**src/hdl/pn_ram.sv**
```systemverilog
`default_nettype none
// ----------------------------------------------------------------------------
// pn_ram - generic simple dual-port RAM
// One write port, one read port, read data registered.
// ----------------------------------------------------------------------------
module pn_ram #(
   parameter int WIDTH = 8,
   parameter int DEPTH = 128
) (
   input  wire logic                     clock,
   input  wire logic                     wr_en,
   input  wire logic [$clog2(DEPTH)-1:0] wr_addr,
   input  wire logic [WIDTH-1:0]         wr_data,
   input  wire logic                     rd_en,
   input  wire logic [$clog2(DEPTH)-1:0] rd_addr,
   output      logic [WIDTH-1:0]         rd_data
);

   logic [WIDTH-1:0] mem [DEPTH];

   always_ff @(posedge clock) begin
      if (wr_en) begin
         mem[wr_addr] <= wr_data;
      end
      if (rd_en) begin
         rd_data <= mem[rd_addr];
      end
   end

endmodule
`default_nettype wire

```
**config.mk**
```make
export PLATFORM = sky130hd
export DESIGN_NAME = pn_ram
export DESIGN_NICKNAME = d
export VERILOG_FILES = /design/src/hdl/pn_ram.sv
export SDC_FILE = /design/constraint.sdc
export NUM_CORES = 1
export LEC_CHECK = 0
export BUFFER_PORTS_ARGS = -buffer_cell sky130_fd_sc_hd__buf_2
export CAP_MARGIN = 20
export CORE_ASPECT_RATIO = 2
export CORE_UTILIZATION = 40
export DETAILED_ROUTE_END_ITERATION = 10
export MAX_ROUTING_LAYER = met4
export PLACE_DENSITY = 0.56
export SYNTH_ARGS = -nofsm -noshare
export SYNTH_HDL_FRONTEND = slang
export SYNTH_SLANG_ARGS = --single-unit
export TNS_END_PERCENT = 20
```
**constraint.sdc**
```tcl
create_clock -name clock -period 3.2 [get_ports clock]
set_input_delay 0.16 -clock clock [delete_from_list [all_inputs] [get_ports clock]]
set_output_delay 0.16 -clock clock [all_outputs]
set_load 0.01 [all_outputs]
```
Word-level counts from Yosys, hierarchy flattened
Memories as Yosys holds them, arrays and structs flattened. A register that Yosys moved wholly into a read port is not among the register bits.
Cells that the tools add are included.

word-level totals
  memory bits (writable) = 1024
  input port bits = 25
  register bits after elaboration = 0
  memories = 1
  output and inout bits = 8

memory list
  memory  words  bits a word  rd ports  clocked after Yosys merged registers in  wr ports  RTL line  source
  mem     128    8            1         1                                        1         19        logic [WIDTH-1:0] mem [DEPTH];

cells by class
  multiplexer cells = 2

operators by type and width
  cell               count
  two-way mux 1 bit  2

Longest topological paths before layout
  depth after elaboration = 2
  depth in mapped cells = 7
  depth with buffers taken out = 4

Worst setup path before layout
OpenSTA, ideal clock, no wires.

  path kind = input to register
  start = input rd_addr[0]
  end = register rd_data[0] (read register of mem) (data pin)
  data arrival time = 2.544 ns
  stages = 6
  library setup time = 0.260 ns
  path slack = 0.397 ns
  path through = clkbuf_1 > buf_1 > mux4_2 > mux4_2 > mux4_2 > mux2_2

RTL lines
  item                RTL line  source
  start: declaration  15        input wire logic [$clog2(DEPTH)-1:0] rd_addr,
  end: declaration    16        output logic [WIDTH-1:0] rd_data

==> impl_metrics.json <==
{
  "status": "finished clean",
  "p_comb_frac": 0.055,
  "placeableCoreArea_sq_um": 98510,
  "syn2layout_area_growth_pct": 14.53,
  "cap_violations": 0,
  "clk_path_buf_depth": 3,
  "drive_above_1_share": 0.3477,
  "grtUsageTotal": 0.2111,
  "dp_cells": 3064,
  "path_cells": "mux4_2 -> mux4_2 -> mux4_2 -> mux2_2",
  "crit_buf_inv": 0,
  "power_frac_clock": 0.388,
  "syn_area_sq_um": 39750,
  "drv_slew": 0,
  "setup_tns_ns": 0,
  "drt-pass1-iter-count": 5,
  "clk_latency_ns": 0.69,
  "worstMarginPinSlew_ns": 1.171,
  "hold_class": "primary input to flip-flop",
  "critPathMaxFanout": 2,
  "synth_cell_types": 16,
  "critPathMostFrequentCell": "mux4_2",
  "power_density_nw_per_um2": 590.6,
  "path_delay_family": "multiplexers",
  "ir_drop_mv": 0.4266,
  "critical_path_class": "flip-flop to flip-flop",
  "max_freq_mhz": 381.6,
  "clkTransAtPathRegs_ns": 0.07,
  "p_leak_nw": 14.03,
  "crit_required_ns": 3.64,
  "layout_commonest_cell": "edfxtp_1",
  "grt_pass1_vias": 18966,
  "cts_buffers": 86,
  "finalCritPeriodShare": 0.8190,
  "cp-start-kind": "flip-flop",
  "p_switching_mw": 5.694,
  "start_util": 0.4035,
  "layout_setup_ws_ns": 0.5791,
  "nets": 1859,
  "vias_per_cell": 5.542,
  "finalHoldViolations": 0,
  "port_buffers": 32,
  "swShare": 0.2118,
  "relSlewSlack": 0.2196,
  "period_minus_slack_ns": 2.621,
  "rsz0062_at_grt": "false",
  "syn_avg_cell_area_sq_um": 24.31,
  "drc": 0,
  "antenna_found_initial": 6,
  "crit_slowest_cell": "mux4_2",
  "fp.dieArea_sq_um": 100700,
  "cts_tree": "built",
  "post_cts_buffers": 0,
  "clock_sinks": 1032,
  "drt_first_iter_violations": 1497,
  "fin_cells": 3230,
  "die_y_um": 447.8,
  "holdWs_ns": 0.02273,
  "dp_hpwl_um": 65150,
  "dr_total_vias": 17900,
  "setup_viol": 0,
  "ioPinCount": 33,
  "wire_per_inst_um": 31.00,
  "finish.utilization": 0.4621,
  "p_int_mw": 21.19,
  "synth_nets": 1660,
  "clockRootBuffer": "clkbuf_16",
  "gp_congestion": 0.8869,
  "fin_skew_ns": 0.03247,
  "htree_num_levels": 3,
  "rows": 163,
  "yosys_register_bits": 1032,
  "synth_cells": 1635,
  "seqPwrFrac": 0.556,
  "grt_max_degree": 118,
  "layout_common_cells": "1032 x edfxtp_1, 336 x mux4_2, 151 x buf_4",
  "ys_seq_area_frac": 0.7797,
  "grt_pass1_wl_um": 142500,
  "dp_slack_ns": 0.05844,
  "arrival_ns": 3.06,
  "crit_path_end_kind": "flip-flop",
  "drt-total-wl_um": 100100,
  "die_w_um": 224.9,
  "ctsResizeCount": 0,
  "slowest_delay_ns": 0.66,
  "grt_overflow": 0,
  "yosysWarnings": 0,
  "ant_nets": 0
}
[metal layers]
metal,routed length (um),part of all wire,vias up,track usage
li1,-,-,7410,-
met4,5130,0.051,0,0.1063
met3,3831,0.038,160,0.02666
met2,56250,0.56,464,0.3817
met5,0,0,-,-
met1,34900,0.35,9866,0.2248
[stage by stage]
stage          power (mW)  instance area (sq um)
6_report            26.88                  45520
5_1_grt             27.58                  45510
4_1_cts             27.10                  45500
3_5_place_dp        16.77                  42760
3_3_place_gp        16.75                  42760
2_1_floorplan       16.00                  39750
[cell type report]
cell class              instances  area (sq um)
diodes                          9         22.52
clock buffers                 101          2230
clock inverters                54         490.5
fillers                      8103         52980
multi-input cells             514          8354
flip-flops and latches       1032         30990
well taps                    1320          1652
repair buffers                200          1784
[cell usage after synthesis (all sizes together)]
master / count / area (sq um)
nor3: 9 / 45.04
buf: 45 / 236.5
mux4: 336 / 7567
nand2b: 2 / 12.51
nand2: 14 / 52.55
edfxtp: 1032 / 30990
mux2: 8 / 90.09
clkbuf: 44 / 165.2
nand4: 3 / 18.77
nor2: 122 / 457.9
nor2b: 7 / 43.79
or3: 1 / 6.260
nand3: 12 / 60.06
[power groups by stage]
| stage | clock [mW] | combinational (mW) | sequential, mW |
|---|---|---|---|
| after floorplan | 0 | 0.755 | 15.2 |
| final | 10.4 | 1.49 | 14.9 |
| after detailed placement | 0 | 1.52 | 15.2 |
| after global routing | 11.1 | 1.56 | 14.9 |
| after CTS | 10.6 | 1.53 | 14.9 |
| after global placement | 0 | 1.50 | 15.2 |
[state kept, by name, summed over array words and instances (netlist names)]
register  flops
mem        1024
rd_data       8
[final timing paths]
kind	from	endpoint	slack, ns	cells after the start
max reg2reg	mem[22][1]	rd_data[1]	0.58	4
min reg2reg	mem[83][5]	rd_data[5]	1.21	4
max	mem[22][1]	rd_data[1]	0.58	4
min	wr_data[0]	mem[78][0]	0.02	1
[timing repair]
item,CTS,global route
endpoints found under the hold margin,19,0
hold buffers,2,0
setup endpoints to repair,0,0
[cell families (layout without fill, tap and decap cells)]
kind of cell  after synthesis  after routing  share of synthesized area
simple gates              170            170                    0.01753
flops                    1032           1032                     0.7797
mux                       344            344                     0.1927
other cells                 0              9                          0
buf+inv                    89            355                    0.01011
Power figures use the tool's default switching activity.
